$ cat src/hw/rtl/bls_pkg.sv
// ----------------------------------------------------------------------------
// bls_pkg
// Types, widths and helpers shared by the Bresenham line stepper modules.
// ----------------------------------------------------------------------------
package bls_pkg;

  localparam int CoordBits = 9;
  localparam int ColorBits = 16;
  // 2*|dminor| fits CoordBits+1; one more bit keeps it clear of the sign
  localparam int DeltaBits = CoordBits + 2;
  // signed error and 2*(dminor-dmajor): magnitude up to 2*(2^CoordBits-1)
  localparam int ErrBits   = CoordBits + 3;

  localparam logic ModeStart   = 1'b0;
  localparam logic ModeAdvance = 1'b1;

  typedef logic [CoordBits-1:0] coord_t;

  typedef struct packed {
    logic                 mode;
    coord_t               start_x;
    coord_t               start_y;
    coord_t               end_x;
    coord_t               end_y;
    logic [ColorBits-1:0] pen_color;
  } in_item_t;

  typedef struct packed {
    logic                 pixel_valid;
    coord_t               pixel_x;
    coord_t               pixel_y;
    logic [ColorBits-1:0] pixel_color;
    logic                 last_pixel;
  } out_item_t;

  typedef struct packed {
    logic                      active;
    logic                      steep;
    coord_t                    major_pos;
    coord_t                    minor_pos;
    coord_t                    major_end;
    logic                      major_neg;
    logic                      minor_neg;
    logic signed [ErrBits-1:0] err;
    logic [DeltaBits-1:0]      twice_minor;
    logic signed [ErrBits-1:0] twice_diff;
    logic [ColorBits-1:0]      color;
  } line_state_t;

  // Pixel at the current position of a line.
  function automatic out_item_t emit_pixel(line_state_t s);
    out_item_t o;
    o.pixel_valid = 1'b1;
    o.pixel_x     = s.steep ? s.minor_pos : s.major_pos;
    o.pixel_y     = s.steep ? s.major_pos : s.minor_pos;
    o.pixel_color = s.color;
    o.last_pixel  = (s.major_pos == s.major_end);
    return o;
  endfunction

endpackage

$ cat src/hw/rtl/bls_line_setup.sv
// ----------------------------------------------------------------------------
// bls_line_setup
// Derives the initial line state (axes, step signs, deltas, error) from the
// endpoints of a start item.
// ----------------------------------------------------------------------------
module bls_line_setup (
  input  bls_pkg::in_item_t    item_i,
  output bls_pkg::line_state_t init_o
);

  bls_pkg::coord_t                  dx, dy, dmaj, dmin;
  logic                             x_neg, y_neg, steep;
  logic [bls_pkg::DeltaBits-1:0]    twice_min, twice_maj;

  always_comb begin
    x_neg = (item_i.end_x < item_i.start_x);
    y_neg = (item_i.end_y < item_i.start_y);
    dx    = x_neg ? (item_i.start_x - item_i.end_x) : (item_i.end_x - item_i.start_x);
    dy    = y_neg ? (item_i.start_y - item_i.end_y) : (item_i.end_y - item_i.start_y);
    steep = (dy > dx);
    dmaj  = steep ? dy : dx;
    dmin  = steep ? dx : dy;

    twice_min = {1'b0, dmin, 1'b0};
    twice_maj = {1'b0, dmaj, 1'b0};

    init_o.active      = 1'b1;
    init_o.steep       = steep;
    init_o.major_pos   = steep ? item_i.start_y : item_i.start_x;
    init_o.minor_pos   = steep ? item_i.start_x : item_i.start_y;
    init_o.major_end   = steep ? item_i.end_y : item_i.end_x;
    init_o.major_neg   = steep ? y_neg : x_neg;
    init_o.minor_neg   = steep ? x_neg : y_neg;
    init_o.twice_minor = twice_min;
    init_o.twice_diff  = $signed({1'b0, twice_min}) - $signed({1'b0, twice_maj});
    init_o.err         = $signed({1'b0, twice_min}) - $signed({3'b000, dmaj});
    init_o.color       = item_i.pen_color;
  end

endmodule

$ cat src/hw/rtl/bls_line_state.sv
// ----------------------------------------------------------------------------
// bls_line_state
// Line state register and the single-step Bresenham update; produces the
// result item for the item being executed.
// ----------------------------------------------------------------------------
module bls_line_state (
  input  logic                 clk_i,
  input  logic                 rst_ni,
  input  logic                 exec_i,
  input  logic                 mode_i,
  input  bls_pkg::line_state_t init_i,
  output bls_pkg::out_item_t   result_o
);

  bls_pkg::line_state_t state_q, state_d, cur;

  always_comb begin
    cur      = state_q;
    result_o = '0;
    state_d  = state_q;
    if (mode_i == bls_pkg::ModeStart) begin
      cur            = init_i;
      result_o       = bls_pkg::emit_pixel(cur);
      state_d        = cur;
      state_d.active = !result_o.last_pixel;
    end else if (state_q.active) begin
      if (state_q.err < 0) begin
        cur.err = state_q.err + $signed({1'b0, state_q.twice_minor});
      end else begin
        cur.err       = state_q.err + state_q.twice_diff;
        cur.minor_pos = state_q.minor_neg ? (state_q.minor_pos - bls_pkg::CoordBits'(1))
                                          : (state_q.minor_pos + bls_pkg::CoordBits'(1));
      end
      cur.major_pos  = state_q.major_neg ? (state_q.major_pos - bls_pkg::CoordBits'(1))
                                         : (state_q.major_pos + bls_pkg::CoordBits'(1));
      result_o       = bls_pkg::emit_pixel(cur);
      state_d        = cur;
      state_d.active = !result_o.last_pixel;
    end
  end

  always_ff @(posedge clk_i or negedge rst_ni) begin
    if (!rst_ni) begin
      state_q <= '0;
    end else if (exec_i) begin
      state_q <= state_d;
    end
  end

endmodule

$ cat src/hw/rtl/bresenham_line_stepper.sv
// ----------------------------------------------------------------------------
// bresenham_line_stepper
// Bresenham line rasterizer: a start item loads a line and gives its first
// pixel, each advance item gives the next pixel, last_pixel marks the end.
// ----------------------------------------------------------------------------
//   channel | direction | handshake              | payload
//   in      | input     | in_valid_i / in_ready_o | in_item_i  (bls_pkg::in_item_t)
//   out     | output    | out_valid_o / out_ready_i | out_item_o (bls_pkg::out_item_t)
//
// One item per clock sustained while the output is not stalled; an accepted
// item sits in the input register, and its result is registered in the result
// register, from which it leaves when out_ready_i is high.
// The line state is updated when an item moves from the input register to
// the result register, so back-to-back advances need no bubbles.
// Reset clears the line state (no active line) and both valid flags.
// A stalled output holds its item; the input register holds one more.
// ----------------------------------------------------------------------------
module bresenham_line_stepper (
  input  logic               clk_i,
  input  logic               rst_ni,
  input  logic               in_valid_i,
  output logic               in_ready_o,
  input  bls_pkg::in_item_t  in_item_i,
  output logic               out_valid_o,
  input  logic               out_ready_i,
  output bls_pkg::out_item_t out_item_o
);

  logic                 in_valid_q, out_valid_q, exec;
  bls_pkg::in_item_t    in_q;
  bls_pkg::out_item_t   out_q, result;
  bls_pkg::line_state_t init;

  assign exec       = in_valid_q && (!out_valid_q || out_ready_i);
  assign in_ready_o = !in_valid_q || exec;

  bls_line_setup u_setup (
    .item_i (in_q),
    .init_o (init)
  );

  bls_line_state u_state (
    .clk_i    (clk_i),
    .rst_ni   (rst_ni),
    .exec_i   (exec),
    .mode_i   (in_q.mode),
    .init_i   (init),
    .result_o (result)
  );

  always_ff @(posedge clk_i or negedge rst_ni) begin
    if (!rst_ni) begin
      in_valid_q  <= 1'b0;
      out_valid_q <= 1'b0;
    end else begin
      if (in_ready_o) begin
        in_valid_q <= in_valid_i;
      end
      if (exec) begin
        out_valid_q <= 1'b1;
      end else if (out_ready_i) begin
        out_valid_q <= 1'b0;
      end
    end
  end

  always_ff @(posedge clk_i) begin
    if (in_valid_i && in_ready_o) begin
      in_q <= in_item_i;
    end
    if (exec) begin
      out_q <= result;
    end
  end

  assign out_valid_o = out_valid_q;
  assign out_item_o  = out_q;

endmodule

$ cat config.mk
export PLATFORM = sky130hd
export DESIGN_NAME = bresenham_line_stepper
export DESIGN_NICKNAME = d
export VERILOG_FILES = /design/src/hw/rtl/bls_pkg.sv /design/src/hw/rtl/bls_line_setup.sv /design/src/hw/rtl/bls_line_state.sv /design/src/hw/rtl/bresenham_line_stepper.sv
export SDC_FILE = /design/constraint.sdc
export NUM_CORES = 1
export LEC_CHECK = 0
export ABC_AREA = 1
export BUFFER_PORTS_ARGS = -buffer_cell sky130_fd_sc_hd__buf_2
export CAP_MARGIN = 40
export CORE_UTILIZATION = 61
export DETAILED_ROUTE_END_ITERATION = 10
export PLACE_DENSITY_LB_ADDON = 0.25
export SYNTH_ARGS = -nofsm -noshare
export SYNTH_HDL_FRONTEND = slang
export SYNTH_SLANG_ARGS = --single-unit
export TNS_END_PERCENT = 10
$ cat constraint.sdc
create_clock -name clk_i -period 5.1 [get_ports clk_i]
set_input_delay 0.255 -clock clk_i [delete_from_list [all_inputs] [get_ports clk_i]]
set_output_delay 0.255 -clock clk_i [all_outputs]
set_load 0.01 [all_outputs]
==> results of run 1 <==
[worst max-delay path: cells and delay by family, from the launching register on]
family                   cells  cell delay (ns)
AO/OA/AOI/OAI                3             0.57
XOR/XNOR                     1             0.18
adder cells (fa/ha/maj)      4             1.21
buffers and inverters        6             0.72
flip-flops                   1             0.44
AND/OR/NAND/NOR             14             1.58
[placed cells by master (no fill, tap or decap), drive strengths merged]
cell type | synthesis | routed
nand2 | 526 | 527
inv | 216 | 219
buf | 16 | 155
o21ai | 151 | 151
nand3 | 106 | 106
edfxtp | 89 | 89
dfrtp | 80 | 80
ha | 77 | 77
a21oi | 70 | 70
nor2 | 56 | 56
dlygate4sd3 | 0 | 49
clkbuf | 32 | 23
o22ai | 20 | 20
xor2 | 17 | 17
nand4 | 16 | 16
xnor2 | 14 | 14
fa | 8 | 8
o211ai | 7 | 7
nand3b | 7 | 7
or2 | 6 | 6
nor3 | 4 | 4
a2bb2oi | 4 | 4
o21a | 4 | 4
clkinv | 1 | 4
mux2i | 3 | 3
a21o | 2 | 2
nor4 | 2 | 2
a22oi | 2 | 2
a21boi | 2 | 2
o21bai | 2 | 2
a31oi | 2 | 2
clkinvlp | 0 | 2
o31a | 1 | 1
o2111ai | 1 | 1
a221oi | 1 | 1
o22a | 1 | 1
conb | 1 | 1
bufinv | 0 | 1
[worst max path at each step]
stage | to | cells after the start | slack, ns | from
after global routing | u_state.state_q[50]$_DFFE_PN0P_ | 36 | -0.10 | in_q[44]$_DFFE_PP_
after floorplan | u_state.state_q[49]$_DFFE_PN0P_ | 34 | 0.71 | in_q[43]$_DFFE_PP_
after CTS | u_state.state_q[49]$_DFFE_PN0P_ | 33 | 0.01 | in_q[43]$_DFFE_PP_
final | u_state.state_q[48]$_DFFE_PN0P_ | 28 | 0.29 | in_q[43]$_DFFE_PP_
after global placement | u_state.state_q[48]$_DFFE_PN0P_ | 28 | 0.06 | in_q[43]$_DFFE_PP_
after detailed placement | u_state.state_q[48]$_DFFE_PN0P_ | 28 | 0.04 | in_q[43]$_DFFE_PP_
[cell usage after synthesis, types with 4 or more instances]
cell type | instances | area share [%]
nand2_1 | 519 | 17
inv_1 | 211 | 6.8
o21ai_0 | 137 | 5.9
nand3_1 | 99 | 4.3
edfxtp_1 | 89 | 23
dfrtp_1 | 80 | 17
ha_1 | 77 | 8.3
a21oi_1 | 67 | 2.9
nor2_1 | 55 | 1.8
clkbuf_1 | 32 | 1.0
o22ai_1 | 20 | 1.1
xor2_1 | 17 | 1.3
nand4_1 | 16 | 0.86
xnor2_1 | 14 | 1.1
o21ai_1 | 11 | 0.47
fa_1 | 8 | 1.4
buf_2 | 7 | 0.30
nand3_2 | 7 | 0.60
nand3b_1 | 7 | 0.45
o211ai_1 | 7 | 0.45
nand2_2 | 6 | 0.32
buf_6 | 5 | 0.48
inv_2 | 5 | 0.16
or2_2 | 5 | 0.27
a2bb2oi_1 | 4 | 0.30
nor3_1 | 4 | 0.17
o21a_1 | 4 | 0.26
[area by class of cell]
type / count / area, um2
inverter: 217 / 822
timing repair buffer: 204 / 1480
clock inverter: 9 / 91.3
multi-input combinational: 1114 / 6130
sequential: 169 / 4670
clock buffer: 23 / 468
tap: 234 / 293
fill: 1411 / 4750
[routing by layer]
metal / wire (um) / global-route usage [%] / vias up
met5: 0 / 0 / -
met4: 947 / 12.2 / 0
met1: 14500 / 47.8 / 5122
met3: 3000 / 7.45 / 69
li1: - / - / 5409
met2: 14600 / 52.5 / 554
[timing repair]
item                                    CTS  global route
buffers inserted                          0            21
endpoints found under the setup margin    1            10
endpoints found under the hold margin    86             0
hold buffers                             49             0
cloned                                    0             1
resized for setup                         2            59
pin swaps                                 0             8
[state kept, by name, indices dropped and copies added, names as in the netlist]
signal and cells:
in_valid_q 1, in_q 53, out_valid_o 1, out_item_o 36, u_state.state_q 78
[cell families (layout without fill, tap and decap cells)]
group	after synthesis	in the layout	share of synthesized area [%]
buffers and inverters	265	453	8.98
AOI/OAI and AO/OA	270	270	12.7
and+or+nand+nor	723	724	25.8
muxes	3	3	0.258
xor gates and xnor gates	31	31	2.33
other	1	1	0.0322
adders and majority gates	85	85	9.66
DFF	169	169	40.2
[power by group through the flow]
stage / registers, mW / clock network [mW] / logic (mW)
after floorplan: 2.08 / 0 / 3.89
after global placement: 2.14 / 0 / 4.99
after detailed placement: 2.15 / 0 / 5.10
after CTS: 2.13 / 1.29 / 5.20
after global routing: 2.18 / 1.32 / 6.20
final: 2.14 / 1.27 / 5.56
==> flow_summary.yaml, run 1 <==
timing:
  period_share_pct: 94.2
  maxClockFrequency_mhz: 208
  tightest_slew_ns: 0.877
  slew_viol_final: 0
  tns_ns: 0
  fin_skew_ns: 0.0163
  relSlewSlack_pct: 41.5
  final.setup.worst_slack_ns: 0.294
  hold_viol_final: 0
  setup_viol: 0
  finalCriticalPeriod_ns: 4.81
  hold_slack_ns: 0.0132
yosys:
  synthesis.area_um2: 11600
  synth-seq-cells: 169
  ys_seq_area_share_pct: 40.2
  syn_inst: 1547
  yosys_most_used_dff: "edfxtp_1"
  synth.distinct_cells: 47
  yosysWarnings: 0
  postSynth.asyncResetShare_pct: 47.3
  synth_edf_count: 89
  syn_area_per_cell_um2: 7.52
  syn_nets: 1689
cts:
  htree_levels: 4
  cts-buffers-inserted: 17
  cts_sinks: 169
  tritoncts: "yes"
  root_buffer: "clkbuf_16"
  path_clk_slew_ns: 0.07
  clkLatencyLatePin_ns: 0.44
  clk_path_buf_depth: 2
pwr:
  swShare_pct: 48.8
  power.leakage_nw: 7.05
  p_switching_mw: 4.38
  p_comb_share_pct: 62.0
  power_mw: 8.97
  p_clk_share_pct: 14.2
  cellPowerDensity_nw_per_um2: 643
  vdd_drop_max_uv: 384
  p_seq_share_pct: 23.9
  p_int_mw: 4.59
hold_path:
  min_path_cells: 1
  hold_path_class: "in -> reg"
  holdPathEnd: "in_q[16]$_DFFE_PP_"
  min_from: "in_item_i[16]"
worst_setup_path:
  r2r_setup_slack_ns: 0.29
  path_common_cell: "nand2_1"
  critPathLaunchType: "flop"
  crit_type: "reg -> reg"
  end_kind: "flop"
  arrival_ns: 5.17
  cp_max_fo: 17
  max_stage_delay_ns: 0.44
  r2r_cells: 28
  required_ns: 5.47
  worstReg2RegStart: "in_q[43]$_DFFE_PP_"
  reg2reg_to: "u_state.state_q[48]$_DFFE_PN0P_"
  slowest_stage: "edfxtp_1"
placement:
  place_inst: 1867
  dp_slack_ns: 0.0424
  portBuffers: 94
  dpl_cell_area_um2: 12500
  routabilityCongestion: 0.977
  hpwl_um: 24000
floorplan:
  core_region_area_um2: 18700
  die_h_um: 140
  initial_utilization_pct: 62.2
  die_w_um: 140
  ios: 95
  placementRows: 50
  dieArea_um2: 19600
route:
  ant_nets: 0
  routedWlPerCell_um: 16.7
  viasPerCell: 5.66
  routed_wl_um: 33000
  dr.pass1.iters: 6
  num_vias: 11154
  drt-initial-drc-count: 995
  drc: 0
cells_and_area:
  drive_gt1_share_pct: 15.2
  fin_util_pct: 74.6
  num_antenna_cells: 0
  stdcell_count: 1970
  area_growth_pct: 20.0
  nNetsFinal: 1865
  final_cell_area_um2: 14000
global_routing:
  grt_max_degree: 60
  antenna_found_initial: 0
  overflow: 0
  grt_usage_pct: 34.2
  grt_pass1_vias: 10214
  grt_pass1_wl_um: 51500
status:
  status: "complete, no violations"
job:
  maxCapViolCount: 0
No activity file was read; power rests on OpenSTA's default activity.
==> run 2: changes to the inputs <==
--- a/config.mk
+++ b/config.mk
@@ -8,7 +8,8 @@
 export ABC_AREA = 1
 export BUFFER_PORTS_ARGS = -buffer_cell sky130_fd_sc_hd__buf_2
 export CAP_MARGIN = 40
-export CORE_UTILIZATION = 61
+export CORE_UTILIZATION = 63
+export CTS_BUF_LIST = sky130_fd_sc_hd__clkbuf_4 sky130_fd_sc_hd__clkbuf_8
 export DETAILED_ROUTE_END_ITERATION = 10
 export PLACE_DENSITY_LB_ADDON = 0.25
 export SYNTH_ARGS = -nofsm -noshare
==> run 2 against run 1 <==
Against the previous run: sequential share of layout area is 0.44 points higher; highest routed layer unchanged; global-route usage grew 1.7 points; flip-flop and latch count did not move; utilization increased by 1.8 points; largest cell class unchanged; critical path type unchanged; largest power group unchanged.
==> flow_summary.yaml, run 2 (synthesis gave the netlist of run 1 again) <==
cells_and_area:
  final_common_cell: "nand2_1"
  num_antenna_cells: 0
  largest_register: "u_state.state_q"
  area_growth_pct: 18.4
  nNetsFinal: 1863
  largest_reg_flops: 78
  drive_gt1_share_pct: 14.9
  stdcell_count: 1963
  final_cell_mix: "513 x nand2_1, 202 x inv_1, 137 x o21ai_0, 96 x nand3_1, 93 x buf_2"
worst_setup_path:
  crit_type: "reg -> reg"
  path_common_cell: "nand2_1"
  cp_top_family: "simple AND/OR/NAND/NOR gates"
  critPathLaunchType: "flop"
  arrival_ns: 5.22
  required_ns: 5.43
  slowest_stage: "edfxtp_1"
  critPathBufInv: 3
  max_stage_delay_ns: 0.48
  end_kind: "flop"
  cp_max_fo: 5
placement:
  portBuffers: 94
  hpwl_um: 24400
  place_inst: 1855
  routabilityCongestion: 0.921
  dp_slack_ns: 0.0125
route:
  routedWlPerCell_um: 16.8
  dr.pass1.iters: 6
  viasPerCell: 5.63
  drc: 0
  ant_nets: 0
  routed_wl_um: 33000
  num_vias: 11054
  drt-initial-drc-count: 1129
hold_path:
  hold_path_class: "in -> reg"
floorplan:
  dieArea_um2: 19000
  core_region_area_um2: 18000
  die_w_um: 138
  placementRows: 49
  initial_utilization_pct: 64.5
  die_h_um: 138
  ios: 95
pwr:
  vdd_drop_max_uv: 491
  p_seq_share_pct: 24.8
  p_switching_mw: 4.37
  cellPowerDensity_nw_per_um2: 627
  p_comb_share_pct: 64.1
  power.leakage_nw: 6.95
  power_mw: 8.64
  p_int_mw: 4.27
  swShare_pct: 50.5
  p_clk_share_pct: 11.1
timing:
  tightest_slew_ns: 0.919
  fin_skew_ns: 0.0317
  final.setup.worst_slack_ns: 0.211
  relSlewSlack_pct: 38.7
  setup_viol: 0
  hold_viol_final: 0
  maxClockFrequency_mhz: 205
  tns_ns: 0
  slew_viol_final: 0
  finalCriticalPeriod_ns: 4.89
  period_share_pct: 95.9
cts:
  cts_sinks: 169
  cts-buffers-inserted: 17
  clkLatencyLatePin_ns: 0.49
  tritoncts: "yes"
  htree_levels: 4
  root_buffer: "clkbuf_8"
  path_clk_slew_ns: 0.10
  clk_path_buf_depth: 2
global_routing:
  grt_max_degree: 60
  grt_pass1_wl_um: 51000
  overflow: 0
  grt_pass1_vias: 10038
  grt_usage_pct: 35.9
  antenna_found_initial: 0
job:
  maxCapViolCount: 0
status:
  status: "complete, no violations"
==> run 2: changes by cell type in the layout (fill, tap and decap cells not counted), moves of 5 or more <==
cell,change
buf_4,-5
dlygate4sd3_1,+6
clkbuf_8,+15
clkbuf_16,-17
==> run 2: final timing paths <==
path | startpoint | endpoint | slack, ns | cells past startpoint
setup / recovery | in_q[50]$_DFFE_PP_ | u_state.state_q[50]$_DFFE_PN0P_ | 0.21 | 32
hold reg to reg | in_q[0]$_DFFE_PP_ | u_state.state_q[0]$_DFFE_PN0P_ | 0.50 | 2
hold / removal | out_ready_i | out_valid_o$_DFFE_PN0P_ | 0.07 | 4
setup reg to reg | in_q[50]$_DFFE_PP_ | u_state.state_q[50]$_DFFE_PN0P_ | 0.21 | 32
max in group asynchronous | rst_ni | out_valid_o$_DFFE_PN0P_ | 4.24 | 3
min in group asynchronous | rst_ni | u_state.state_q[0]$_DFFE_PN0P_ | 0.26 | 2
==> run 2: layout make-up <==
class	count	area (um2)
clock buffers	17	234
clock inverters	15	139
fillers	1356	4250
inverters	217	822
multi-input cells	1114	6160
flip-flops and latches	169	4670
well taps	229	287
repair buffers	202	1460
==> run 2: power by group through the flow <==
stage | sequential (mW) | clock, mW | combinational (mW)
2_1_floorplan | 2.08 | 0 | 3.89
3_3_place_gp | 2.15 | 0 | 4.98
3_5_place_dp | 2.16 | 0 | 5.11
4_1_cts | 2.13 | 0.962 | 5.19
5_1_grt | 2.18 | 1.01 | 6.21
6_report | 2.14 | 0.962 | 5.54
==> run 2: worst register-to-register path: cells and delay by family, from the launching register on <==
kind / cells / cell delay [ns]
buf+inv: 3 / 0.44
xor+xnor: 1 / 0.23
flops: 1 / 0.48
fa+ha+maj: 3 / 0.95
compound gates: 8 / 1.04
simple gates: 17 / 1.59
==> run 2: through the flow <==
| stage | utilization [%] | hold slack (ns) | area (um2) |
|---|---|---|---|
| 6_report | 76.4 | 0.0732 | 13800 |
| 5_1_grt | 76.4 | 0.0841 | 13800 |
| 4_1_cts | 74.3 | 0.0622 | 13400 |
| 3_5_place_dp | 69.1 | 0.212 | 12500 |
| 3_3_place_gp | 68.7 | 0.431 | 12400 |
| 2_1_floorplan | - | -0.0406 | 11600 |
==> run 2: metal layers <==
layer	GRT usage (%)	routed length [um]	part of all wire, %
met1	50.5	14400	44
met2	55.8	14800	45
met3	6.47	2900	8.8
met4	12.2	911	2.8
met5	0	0	0
==> run 2: repair_timing <==
item / CTS / global route
pin swaps: 0 / 12
setup endpoints to repair: 2 / 10
setup buffers: 0 / 20
endpoints found under the hold margin: 80 / 0
hold buffers: 55 / 0
resized for setup: 2 / 58
gates cloned: 0 / 1
